**src/lfc_pkg.sv**
```systemverilog
package lfc_pkg;

  // frame layout and length checks
  localparam logic [17:0] CTL_MIN_BYTES = 18'd9;
  localparam logic [17:0] GEN_MIN_BYTES = 18'd13;
  localparam logic [17:0] CTL_OVERHEAD  = 18'd10;
  localparam logic [17:0] GEN_OVERHEAD  = 18'd14;
  localparam logic [16:0] CTL_HDR_BYTES = 17'd8;
  localparam logic [16:0] GEN_HDR_BYTES = 17'd12;
  localparam logic [16:0] COUNT_MAX     = 17'h1FFFF;
  localparam logic [15:0] CRC_POLY      = 16'h1021;

  // configuration register indexes
  localparam logic [1:0] REG_CONTROL_TYPE_MAP    = 2'd0;
  localparam logic [1:0] REG_MAX_CONTROL_PAYLOAD = 2'd1;
  localparam logic [1:0] REG_MAX_GENERIC_PAYLOAD = 2'd2;

  localparam logic [15:0] MAX_CONTROL_RESET = 16'd64;
  localparam logic [15:0] MAX_GENERIC_RESET = 16'd256;

  typedef enum logic [1:0] {
    STATUS_OK           = 2'd0,
    STATUS_BAD_SIZE     = 2'd1,
    STATUS_LEN_MISMATCH = 2'd2,
    STATUS_CRC_MISMATCH = 2'd3
  } lfc_status_e;

  typedef enum logic {
    KIND_PAYLOAD = 1'b0,
    KIND_STATUS  = 1'b1
  } lfc_kind_e;

  typedef struct packed {
    logic [7:0] rx_byte;
    logic       frame_end;
  } lfc_item_t;

  typedef struct packed {
    logic [15:0] control_type_map;
    logic [15:0] max_control_payload;
    logic [15:0] max_generic_payload;
  } lfc_cfg_t;

  typedef struct packed {
    lfc_kind_e   kind;
    logic [7:0]  payload_byte;
    lfc_status_e status;
    logic [7:0]  preamble;
    logic [7:0]  src_board;
    logic [7:0]  dst_board;
    logic [15:0] seq_num;
    logic [7:0]  type_code;
    logic [15:0] frag_total;
    logic [15:0] frag_index;
    logic [15:0] payload_len;
  } lfc_result_t;

  // msb-first crc-16, poly 0x1021, one byte per call
  function automatic logic [15:0] crc16_byte(input logic [15:0] crc, input logic [7:0] b);
    logic [15:0] c;
    c = crc ^ {b, 8'h00};
    for (int i = 0; i < 8; i++) begin
      if (c[15]) begin
        c = {c[14:0], 1'b0} ^ CRC_POLY;
      end else begin
        c = {c[14:0], 1'b0};
      end
    end
    return c;
  endfunction

endpackage

```
**src/link_frame_checker_crc16.sv**
```systemverilog
// crc-16 framed packet checker: takes a received frame one byte word per cycle on the
// slave stream (tlast marks the last byte of the buffer), latches the header (preamble,
// sender, receiver, little-endian sequence, type/flag, and for generic types fragment
// count and number), then the payload length; payload bytes come out as kind-0 words
// and the last byte yields one kind-1 status word (ok, bad size, length mismatch, crc
// mismatch) carrying the header. crc-16 is poly 0x1021, init 0, over header and payload.
// the block takes one byte every cycle unless the result stream stalls; a word is held
// in the input register, then header decode and the byte-wide crc update run into the
// result register. configuration is written through cfg_we_i; the user must do so while
// no frame is in flight, as the block does not enforce it.
module link_frame_checker_crc16
  import lfc_pkg::*;
(
  input  logic         clk_i,
  input  logic         rst_ni,
  // configuration write port
  input  logic         cfg_we_i,
  input  logic [1:0]   cfg_idx_i,
  input  logic [15:0]  cfg_data_i,
  // receive byte stream
  input  logic         s_axis_tvalid,
  output logic         s_axis_tready,
  input  logic [7:0]   s_axis_tdata,   // [7:0] rx_byte
  input  logic         s_axis_tlast,   // frame_end
  // result stream
  output logic         m_axis_tvalid,
  input  logic         m_axis_tready,
  // [7:0] payload_byte, [9:8] status, [17:10] preamble, [25:18] src_board,
  // [33:26] dst_board, [49:34] seq_num, [57:50] type_code, [73:58] frag_total,
  // [89:74] frag_index, [105:90] payload_len, [111:106] zero
  output logic [111:0] m_axis_tdata,
  output logic [0:0]   m_axis_tuser    // [0] kind
);

  lfc_cfg_t    cfg_q;
  logic        item_valid;
  lfc_item_t   item;
  logic        advance;
  logic        res_valid;
  lfc_result_t res;
  logic        out_valid_q, out_valid_d;
  lfc_result_t out_q;

  // configuration registers
  always_ff @(posedge clk_i or negedge rst_ni) begin
    if (!rst_ni) begin
      cfg_q.control_type_map    <= '0;
      cfg_q.max_control_payload <= MAX_CONTROL_RESET;
      cfg_q.max_generic_payload <= MAX_GENERIC_RESET;
    end else if (cfg_we_i) begin
      unique case (cfg_idx_i)
        REG_CONTROL_TYPE_MAP:    cfg_q.control_type_map    <= cfg_data_i;
        REG_MAX_CONTROL_PAYLOAD: cfg_q.max_control_payload <= cfg_data_i;
        REG_MAX_GENERIC_PAYLOAD: cfg_q.max_generic_payload <= cfg_data_i;
        default: ;
      endcase
    end
  end

  // the buffered byte moves on when the result register is free or draining
  assign advance = item_valid && (!out_valid_q || m_axis_tready);

  lfc_in_stage u_in_stage (
    .clk_i         (clk_i),
    .rst_ni        (rst_ni),
    .s_axis_tvalid (s_axis_tvalid),
    .s_axis_tready (s_axis_tready),
    .s_axis_tdata  (s_axis_tdata),
    .s_axis_tlast  (s_axis_tlast),
    .advance_i     (advance),
    .item_valid_o  (item_valid),
    .item_o        (item)
  );

  lfc_parse u_parse (
    .clk_i       (clk_i),
    .rst_ni      (rst_ni),
    .advance_i   (advance),
    .item_i      (item),
    .cfg_i       (cfg_q),
    .res_valid_o (res_valid),
    .res_o       (res)
  );

  // result register
  always_comb begin
    out_valid_d = out_valid_q;
    if (m_axis_tready) begin
      out_valid_d = 1'b0;
    end
    if (advance && res_valid) begin
      out_valid_d = 1'b1;
    end
  end

  always_ff @(posedge clk_i or negedge rst_ni) begin
    if (!rst_ni) begin
      out_valid_q <= 1'b0;
    end else begin
      out_valid_q <= out_valid_d;
    end
  end

  always_ff @(posedge clk_i) begin
    if (advance && res_valid) begin
      out_q <= res;
    end
  end

  assign m_axis_tvalid = out_valid_q;
  assign m_axis_tuser  = out_q.kind;
  assign m_axis_tdata  = {6'b000000, out_q.payload_len, out_q.frag_index, out_q.frag_total,
                          out_q.type_code, out_q.seq_num, out_q.dst_board,
                          out_q.src_board, out_q.preamble, out_q.status,
                          out_q.payload_byte};

endmodule

```
**src/lfc_in_stage.sv**
```systemverilog
module lfc_in_stage
  import lfc_pkg::*;
(
  input  logic      clk_i,
  input  logic      rst_ni,
  input  logic      s_axis_tvalid,
  output logic      s_axis_tready,
  input  logic [7:0] s_axis_tdata,
  input  logic      s_axis_tlast,
  input  logic      advance_i,
  output logic      item_valid_o,
  output lfc_item_t item_o
);

  logic      valid_q, valid_d;
  lfc_item_t item_q;

  assign s_axis_tready = !valid_q || advance_i;

  always_comb begin
    valid_d = valid_q;
    if (s_axis_tready) begin
      valid_d = s_axis_tvalid;
    end
  end

  always_ff @(posedge clk_i or negedge rst_ni) begin
    if (!rst_ni) begin
      valid_q <= 1'b0;
    end else begin
      valid_q <= valid_d;
    end
  end

  always_ff @(posedge clk_i) begin
    if (s_axis_tready && s_axis_tvalid) begin
      item_q.rx_byte   <= s_axis_tdata;
      item_q.frame_end <= s_axis_tlast;
    end
  end

  assign item_valid_o = valid_q;
  assign item_o       = item_q;

endmodule

```
**src/lfc_parse.sv**
```systemverilog
module lfc_parse
  import lfc_pkg::*;
(
  input  logic        clk_i,
  input  logic        rst_ni,
  input  logic        advance_i,
  input  lfc_item_t   item_i,
  input  lfc_cfg_t    cfg_i,
  output logic        res_valid_o,
  output lfc_result_t res_o
);

  logic [16:0] count_q, count_d;
  logic [7:0]  preamble_q, preamble_d;
  logic [7:0]  sender_q, sender_d;
  logic [7:0]  receiver_q, receiver_d;
  logic [15:0] seq_q, seq_d;
  logic [7:0]  type_q, type_d;
  logic [15:0] total_q, total_d;
  logic [15:0] frag_q, frag_d;
  logic [15:0] len_q, len_d;
  logic [15:0] crc_q, crc_d;
  logic [15:0] rcv_q, rcv_d;

  logic        ctl;
  logic [7:0]  b;
  logic [16:0] hdr_bytes;
  logic [16:0] body_end;
  logic [17:0] n;
  logic [17:0] len_w;
  lfc_status_e status;

  always_comb begin
    b          = item_i.rx_byte;
    preamble_d = preamble_q;
    sender_d   = sender_q;
    receiver_d = receiver_q;
    seq_d      = seq_q;
    type_d     = type_q;
    total_d    = total_q;
    frag_d     = frag_q;
    len_d      = len_q;
    crc_d      = crc_q;
    rcv_d      = rcv_q;

    case (count_q)
      17'd0:   preamble_d = b;
      17'd1:   sender_d   = b;
      17'd2:   receiver_d = b;
      17'd3:   seq_d      = {seq_q[15:8], b};
      17'd4:   seq_d      = {b, seq_q[7:0]};
      17'd5:   type_d     = b;
      default: ;
    endcase

    // frame kind follows the type nibble and the live map
    ctl = cfg_i.control_type_map[type_d[7:4]];

    if (ctl) begin
      case (count_q)
        17'd6:   len_d = {len_q[15:8], b};
        17'd7:   len_d = {b, len_q[7:0]};
        default: ;
      endcase
    end else begin
      case (count_q)
        17'd6:   total_d = {total_q[15:8], b};
        17'd7:   total_d = {b, total_q[7:0]};
        17'd8:   frag_d  = {frag_q[15:8], b};
        17'd9:   frag_d  = {b, frag_q[7:0]};
        17'd10:  len_d   = {len_q[15:8], b};
        17'd11:  len_d   = {b, len_q[7:0]};
        default: ;
      endcase
    end

    hdr_bytes = ctl ? CTL_HDR_BYTES : GEN_HDR_BYTES;
    body_end  = hdr_bytes + {1'b0, len_d};

    if (count_q < body_end) begin
      crc_d = crc16_byte(crc_q, b);
    end else if (count_q == body_end) begin
      rcv_d = {rcv_q[15:8], b};
    end else if (count_q == body_end + 17'd1) begin
      rcv_d = {b, rcv_q[7:0]};
    end

    n     = {1'b0, count_q} + 18'd1;
    len_w = {2'b00, len_d};

    if (ctl) begin
      if (n < CTL_MIN_BYTES) begin
        status = STATUS_BAD_SIZE;
      end else if (len_w > n) begin
        status = STATUS_LEN_MISMATCH;
      end else if (len_d == 16'd0) begin
        status = STATUS_BAD_SIZE;
      end else if (len_d > cfg_i.max_control_payload || CTL_OVERHEAD + len_w > n) begin
        status = STATUS_BAD_SIZE;
      end else if (rcv_d != crc_d) begin
        status = STATUS_CRC_MISMATCH;
      end else begin
        status = STATUS_OK;
      end
    end else begin
      if (n < GEN_MIN_BYTES) begin
        status = STATUS_BAD_SIZE;
      end else if ((len_d > cfg_i.max_generic_payload && total_d != 16'd1) ||
                   GEN_OVERHEAD + len_w > n) begin
        status = STATUS_BAD_SIZE;
      end else if (total_d != 16'd1 && rcv_d != crc_d) begin
        status = STATUS_CRC_MISMATCH;
      end else begin
        status = STATUS_OK;
      end
    end

    res_o.preamble     = preamble_d;
    res_o.src_board    = sender_d;
    res_o.dst_board    = receiver_d;
    res_o.seq_num      = seq_d;
    res_o.type_code    = type_d;
    res_o.frag_total   = total_d;
    res_o.frag_index   = frag_d;
    res_o.payload_len  = len_d;
    if (item_i.frame_end) begin
      res_valid_o        = 1'b1;
      res_o.kind         = KIND_STATUS;
      res_o.payload_byte = 8'h00;
      res_o.status       = status;
    end else begin
      res_valid_o        = (count_q >= hdr_bytes) && (count_q < body_end);
      res_o.kind         = KIND_PAYLOAD;
      res_o.payload_byte = b;
      res_o.status       = STATUS_OK;
    end

    count_d = (count_q < COUNT_MAX) ? count_q + 17'd1 : count_q;
  end

  always_ff @(posedge clk_i or negedge rst_ni) begin
    if (!rst_ni) begin
      count_q    <= '0;
      preamble_q <= '0;
      sender_q   <= '0;
      receiver_q <= '0;
      seq_q      <= '0;
      type_q     <= '0;
      total_q    <= '0;
      frag_q     <= '0;
      len_q      <= '0;
      crc_q      <= '0;
      rcv_q      <= '0;
    end else if (advance_i) begin
      if (item_i.frame_end) begin
        count_q    <= '0;
        preamble_q <= '0;
        sender_q   <= '0;
        receiver_q <= '0;
        seq_q      <= '0;
        type_q     <= '0;
        total_q    <= '0;
        frag_q     <= '0;
        len_q      <= '0;
        crc_q      <= '0;
        rcv_q      <= '0;
      end else begin
        count_q    <= count_d;
        preamble_q <= preamble_d;
        sender_q   <= sender_d;
        receiver_q <= receiver_d;
        seq_q      <= seq_d;
        type_q     <= type_d;
        total_q    <= total_d;
        frag_q     <= frag_d;
        len_q      <= len_d;
        crc_q      <= crc_d;
        rcv_q      <= rcv_d;
      end
    end
  end

endmodule
```
**config.mk**
```make
export PLATFORM = sky130hd
export DESIGN_NAME = link_frame_checker_crc16
export DESIGN_NICKNAME = d
export VERILOG_FILES = /design/src/lfc_pkg.sv /design/src/link_frame_checker_crc16.sv /design/src/lfc_in_stage.sv /design/src/lfc_parse.sv
export SDC_FILE = /design/constraint.sdc
export NUM_CORES = 1
export LEC_CHECK = 0
export ABC_CLOCK_PERIOD_IN_PS = 32600
export BUFFER_PORTS_ARGS = -buffer_cell sky130_fd_sc_hd__buf_2
export CORE_MARGIN = 5
export CORE_UTILIZATION = 48
export CTS_CLUSTER_SIZE = 28
export DETAILED_ROUTE_END_ITERATION = 7
export PLACE_DENSITY = 0.68
export SYNTH_ARGS = -nofsm -noshare
export SYNTH_HDL_FRONTEND = slang
export SYNTH_SLANG_ARGS = --single-unit
```
**constraint.sdc**
```tcl
create_clock -name clk_i -period 32.6 [get_ports clk_i]
set_input_delay 3.26 -clock clk_i [delete_from_list [all_inputs] [get_ports clk_i]]
set_output_delay 3.26 -clock clk_i [all_outputs]
set_load 0.01 [all_outputs]
```
After elaboration in Yosys (flattened, before gate mapping)
Index checks and enable logic that the tools add are counted.

cells by class
  magnitude comparators = 11
  $add $sub $neg = 6
  equality and inequality tests = 17
  reduce and logical (&&, ||, !) cells = 21
  bitwise operators = 9
  muxes and demuxes = 59

operators by type and width
  cell                                                                           number
  16-bit two-way mux                                                             20
  16-bit case mux with 2 select lines                                            5
  13-bit two-way mux                                                             8
  17-bit by 3-bit equality test with 1-bit output, second input constant         4
  17-bit by 4-bit equality test with 1-bit output, second input constant         4
  8-bit two-way mux                                                              8
  18-bit > comparator                                                            2
  18-bit by 4-bit less-than comparator with 1-bit output, second input constant  2
  17-bit by 1-bit adder with 17-bit output, second input constant                2
  4-bit by 16-bit adder with 17-bit output, first input constant                 2
  17-bit equality test                                                           2
  17-bit by 2-bit equality test with 1-bit output, second input constant         2
  17-bit two-way mux                                                             2
  16-bit > comparator                                                            2
  3-bit NOT                                                                      8
  17-bit by 1-bit adder with 18-bit output, second input constant                1
  16-bit by 18-bit > comparator with 1-bit output                                1
  2-bit two-way mux                                                              9
  17-bit by 16-bit adder with 17-bit output                                      1
  17-bit by 1-bit equality test with 1-bit output, second input constant         1
  17-bit greater-or-equal comparator                                             1
  17-bit logical NOT                                                             1
  17-bit less-than comparator                                                    1
  17-bit less-than comparator, second input constant                             1
  17 further kinds                                                               33

storage, ports and cells
  input port bits = 32
  word-level logic and storage cells = 152
  bits in registers = 311
  output and inout port bits = 115

Longest topological paths before layout
  depth after elaboration = 37
  depth in mapped cells = 41
  depth with buffers taken out = 36

Modules after synthesis
Synthesis repeated with hierarchy kept, for this count alone.

unflattened totals
  cell total of the unflattened synthesis = 1864
  area total of the unflattened synthesis = 19441.1 µm²

by module, submodules not included
  module                    instances  seq. area each (µm²)  area an instance (µm²)  cells each
  lfc_parse                 1          3628.5                13985.9                 1629
  link_frame_checker_crc16  1          4441.8                5131.2                  222
  lfc_in_stage              1          295.3                 324.1                   13

Least setup slack after synthesis
No wires, ideal clock.

  kind = reg2reg
  start = register u_parse.count_q[6]
  end = register out_q (netlist bit m_axis_tdata[0]), enable pin
  clock period less this slack = 12571 ps
  cell stages (with the launch flop) = 35
  setup slack = 20029 ps
  path buffers = 12
  arrival time = 11997 ps
  cell sequence = dfrtp_1 > buf_2 > or4_4 > buf_6 > or4_4 > buf_6 > clkbuf_1 > o211ai_1 > o211ai_1 > and3_1 > clkbuf_1 > o21ai_1 > nand2_2 > clkbuf_1 > a221oi_1 > or2_2 > clkbuf_1 > ha_1 > clkbuf_1 > clkbuf_1 > mux4_2 > a2111o_1 > buf_6 > ha_1 > a21oi_1 > nor2b_1 > o21ai_0 > nand2b_1 > o21bai_1 > a21boi_0 > nor2_1 > clkbuf_1 > clkbuf_1 > a21oi_1 > nor2_1

on the way
  longest elaborated chain between the ends = 10

RTL lines
  what                                                            RTL line                          source
  start: declaration                                              lfc_parse.sv:13                   logic [16:0] count_q, count_d;
  start signal: assignment                                        lfc_parse.sv:168                  count_q <= count_d;
  17-bit by 3-bit equality test with 1-bit output                 lfc_parse.sv:46                   case (count_q)
  8-bit two-way mux                                               lfc_parse.sv:46
  1-bit binary-select mux with 4-bit select                       lfc_parse.sv:57                   ctl = cfg_i.control_type_map[type_d[7:4]];
  1-bit two-way mux (not written as such)                         lfc_parse.sv:57
  16-bit two-way mux / 3-bit two-way mux (equally long branches)  lfc_parse.sv:59, lfc_parse.sv:77
  17-bit by 16-bit adder with 17-bit output                       lfc_parse.sv:78                   body_end = hdr_bytes + {1'b0, len_d};
  17-bit less-than comparator                                     lfc_parse.sv:132                  res_valid_o = (count_q >= hdr_bytes) && (count_q < body_end);
  1-bit logical AND (*)                                           lfc_parse.sv:132
  1-bit two-way mux (*)                                           lfc_parse.sv:126                  if (item_i.frame_end) begin
  1-bit logical AND (*)                                           link_frame_checker_crc16.sv:105   if (advance && res_valid) begin
  end signal: assignment                                          link_frame_checker_crc16.sv:106   out_q <= res;
  end: declaration                                                link_frame_checker_crc16.sv:42    lfc_result_t out_q;

Mark *: on every way between the ends. The rest lies on a longest branch, timed or not. The select of a mux whose other input is x is not followed.
A chain may end at the register's enable or synchronous reset.

==> results.tsv <==
stage	metric	value	unit
run_status	outcome	finished clean	
cells_and_area	fill count	3483	
clock_tree	number of post-CTS setup repair buffers	0	
logic_synthesis	Synth Area in Compound Gates	0.185	
logic_synthesis	area share of fa/ha/maj cells after synthesis	0.0709	
worst_setup_path	worst endpoint data arrival time	11630	ps
drt	Vias/cell	6.24	
worst_setup_path	reg2reg path depth	32	
timing	Fin. Hold Viols	0	
die	Die X	210	um
timing	Final Max Tran Viols	0	
clock_tree	CTS tree	built	
drt	via count	15838	
timing	Slew @ Worst Pin	1280	ps
clock_tree	H-tree levels	2	
worst_setup_path	WS Path Type	reg2reg	
worst_hold_path	hold depth	2	
timing	Tcrit/Tclk final	0.349	
power	Leak Pwr	9.48	nW
clock_tree	CTS resizes	0	
cells_and_area	post-layout util	0.544	
drt	router iterations before antenna repair	6	
placement	PortBufs	140	
clock_tree	Num CTS Buffers	36	
drt	Initial DRC Count	1312	
drt	Final ANT Viol Nets	0	
clock_tree	Root Buffer	clkbuf_16	
clock_tree	hold_buf cts	0	
timing	final setup TNS	0	ps
logic_synthesis	Synth cell types	92	
die	FP Rows	73	
logic_synthesis	Yosys top cell by area	dfrtp_1	
worst_setup_path	CP max FO	26	
clock_tree	CTS sink cnt	311	
power	clock share of power	0.286	
drt	Post-Route WL	60800	um
drt	top routing layer used	met5	
worst_setup_path	Req. time, crit path	32860	ps
worst_setup_path	FF-to-FF Start	u_parse.count_q[12]$_DFFE_PN0P_	
cells_and_area	nets	2125	
power	switching part of the total	0.360	
cells_and_area	fraction of layout cells with a size suffix above 1	0.184	
timing	achievable frequency	0.0880	GHz
logic_synthesis	post-synthesis mux area share	0.0765	
worst_setup_path	Worst R2R End	m_axis_tdata[9]$_SDFFCE_PN0P_	
die	Die H	210	um
global_routing	number of global-route vias before repair	15747	
logic_synthesis	Synth Area in XOR/XNOR	0.0504	
global_routing	Tot GR Track Use	0.269	
die	Initial Util	0.484	
timing	RSZ-0062 raised after global routing	no	
timing	fin crit period	11370	ps
logic_synthesis	Cell Area, Synth	19200	um^2
cells_and_area	Layout area overhead	12.4	%
worst_setup_path	CP startpoint kind	flop	
worst_setup_path	CP bufs+invs	2	
worst_hold_path	Min-Delay Path Class	reg2reg	
worst_hold_path	hold_sp	u_parse.type_q[6]$_DFFE_PN0P_	
drt	DR DRC count	0	
worst_setup_path	flop2flop setup slack	21230	ps
logic_synthesis	Cells after Synth	1877	
logic_synthesis	ranking of synthesized cells by area	dfrtp_1 (25%), edfxtp_1 (18%), ha_1 (7.1%)	
drt	DR WL met3	4010	um
worst_setup_path	CP max-delay cell	or4_1	
global_routing	largest net degree at the start of global routing	83	
logic_synthesis	Post-synth EDFFs	116	
die	total die area	44200	um^2
clock_tree	clk buf depth	3	
timing	Final setup viols	0	
global_routing	first-pass GRT wire length	93500	um
die	core area	39700	um^2
worst_setup_path	Top delay family on crit path	compound AO/OA/AOI/OAI gates	
global_routing	initial antenna violation count	2	
worst_setup_path	kind of end point of the critical path	flop	
power	P_int	905	uW
clock_tree	worst-skew pair later-pin latency	550	ps
placement	Final HPWL DP	43100	um
worst_setup_path	max incr delay on CP	790	ps
clock_tree	Worst-path clk slew	70	ps
logic_synthesis	register area share after synthesis	0.435	
drt	Routed WL per cell	24.0	um
power	maximum VDD drop	0.0429	mV
power	Sw Pwr	509	uW
logic_synthesis	Async SR Flop Fraction	0.627	
logic_synthesis	syn_area_per_cell	10.3	um^2
logic_synthesis	synthesis-stage register bit count	311	
timing	final worst clock skew	32.1	ps
drt	met2 WL	28700	um
logic_synthesis	Most used DFF post-synth	dfrtp_1	
worst_hold_path	Hold Path End	u_parse.type_q[6]$_DFFE_PN0P_	
power	power density over the cells	65.4	nW/um^2
logic_synthesis	synth warn	0	
power	Seq pwr share	0.354	
timing	Slew headroom	0.137	
run	max cap viols	0	
power	proportion of power drawn by combinational gates	0.361	
die	I/O Pins	147	
logic_synthesis	largest family of logic cells by synthesized area	compound AO/OA/AOI/OAI gates	
logic_synthesis	area share of the leading cell type in the synthesized netlist	0.251	
placement	GPL Wtd Cong	0.972	
logic_synthesis	simple-gate share of the synthesized area	0.141	
drt	Met1 Routed Length	26000	um
global_routing	grt ovf	0	
-- state kept, by name, summed over array words and instances, names as in the netlist --
name / count
u_in_stage.item_o: 9
u_parse.receiver_q: 8
u_in_stage.item_valid_o: 1
u_parse.frag_q: 16
u_parse.sender_q: 8
u_parse.seq_q: 16
u_parse.count_q: 17
u_parse.preamble_q: 8
m_axis_tdata: 106
u_parse.total_q: 16
m_axis_tvalid: 1
u_parse.crc_q: 16
u_parse.rcv_q: 16
u_parse.type_q: 8
m_axis_tuser: 1
cfg_q: 48
u_parse.len_q: 16
-- power by group through the flow --
| stage | clock, mW | combinational (mW) | sequential (mW) |
|---|---|---|---|
| after floorplan | 0 | 0.362 | 0.499 |
| after global placement | 0 | 0.490 | 0.505 |
| after detailed placement | 0 | 0.502 | 0.506 |
| after CTS | 0.410 | 0.506 | 0.499 |
| after global routing | 0.426 | 0.559 | 0.505 |
| final | 0.404 | 0.510 | 0.500 |
-- final cells by class --
cell class | count | area, um^2 | area share
multi-input combinational | 1382 | 10100 | 0.469
clock inverter | 15 | 119 | 0.00550
sequential | 311 | 8370 | 0.387
inverter | 74 | 278 | 0.0128
tap | 525 | 657 | 0.0304
antenna | 1 | 2.50 | 0.000116
clock buffer | 51 | 1060 | 0.0490
timing repair buffer | 179 | 1000 | 0.0463
-- synthesized netlist by cell type (35+ instances only) --
master    count
a22o_1      122
a21oi_1      61
nand2_1     177
edfxtp_1    116
o21ai_0     132
clkbuf_1     87
xor2_1       35
dfrtp_1     193
nand3_1      39
inv_1        68
mux2_2       93
nor2_1       97
ha_1        109
xnor2_1      68
-- metal layers --
metal	track usage	vias to the layer above
met5	0	-
met4	0.0947	2
met3	0.0385	110
met2	0.441	667
met1	0.367	7864
li1	-	7195
-- tightest hold or removal path, delay by kind of cell (launching register included) --
| kind | cells | cell delay (ps) |
|---|---|---|
| AND/OR/NAND/NOR | 1 | 40 |
| AO/OA/AOI/OAI | 1 | 60 |
| flip-flops | 1 | 340 |
-- kinds of logic (layout without fill, tap and decap cells) --
logic type / Yosys count / in the layout
flip-flops: 311 / 311
XOR/XNOR: 106 / 106
adder cells (fa/ha/maj): 109 / 109
other: 1 / 7
AO/OA/AOI/OAI: 502 / 502
AND/OR/NAND/NOR: 529 / 529
multiplexers: 130 / 130
buffers and inverters: 189 / 319
-- per-stage QoR --
stage | instance area (um^2) | hold WS, ps | std cells | setup slack, ps | power (mW)
after floorplan | 19300 | 450 | 1882 | 20030 | 0.861
after global placement | 20400 | 466 | 2471 | 21600 | 0.995
after detailed placement | 20400 | 477 | 2471 | 21470 | 1.01
after CTS | 21600 | 492 | 2537 | 21410 | 1.42
after global routing | 21600 | 511 | 2538 | 20400 | 1.49
final | 21600 | 488 | 2538 | 21230 | 1.41
-- cell usage in the layout (no fill, tap or decap), types with 19 or more instances in the layout --
master / netlist / final
nand4_1: 31 / 31
nor2_1: 97 / 94
ha_1: 109 / 109
nor3_1: 19 / 19
a22oi_1: 21 / 21
xnor2_1: 68 / 68
nand2b_1: 22 / 22
nor4_1: 25 / 25
a21oi_1: 61 / 61
nand2_1: 177 / 176
inv_1: 68 / 68
a21o_1: 31 / 31
dfrtp_1: 193 / 193
nand3_1: 39 / 39
buf_4: 8 / 39
nor2b_1: 25 / 25
xor2_1: 35 / 35
clkbuf_16: 0 / 38
a22o_1: 122 / 122
mux2_2: 93 / 93
edfxtp_1: 116 / 116
mux2i_1: 32 / 32
buf_2: 7 / 139
o21ai_0: 132 / 132
-- how the worst max path moves through the flow --
stage	endpoint	cells past startpoint	start
after floorplan	m_axis_tdata[0]$_SDFFCE_PP0P_	34	u_parse.count_q[6]$_DFFE_PN0P_
after global placement	m_axis_tdata[9]$_SDFFCE_PN0P_	32	u_parse.count_q[12]$_DFFE_PN0P_
after detailed placement	m_axis_tdata[9]$_SDFFCE_PN0P_	32	u_parse.count_q[12]$_DFFE_PN0P_
after CTS	m_axis_tdata[9]$_SDFFCE_PN0P_	32	u_parse.count_q[12]$_DFFE_PN0P_
after global routing	m_axis_tdata[9]$_SDFFCE_PN0P_	32	u_parse.count_q[13]$_DFFE_PN0P_
final	m_axis_tdata[9]$_SDFFCE_PN0P_	32	u_parse.count_q[12]$_DFFE_PN0P_
(Power assumes the default switching activity.)
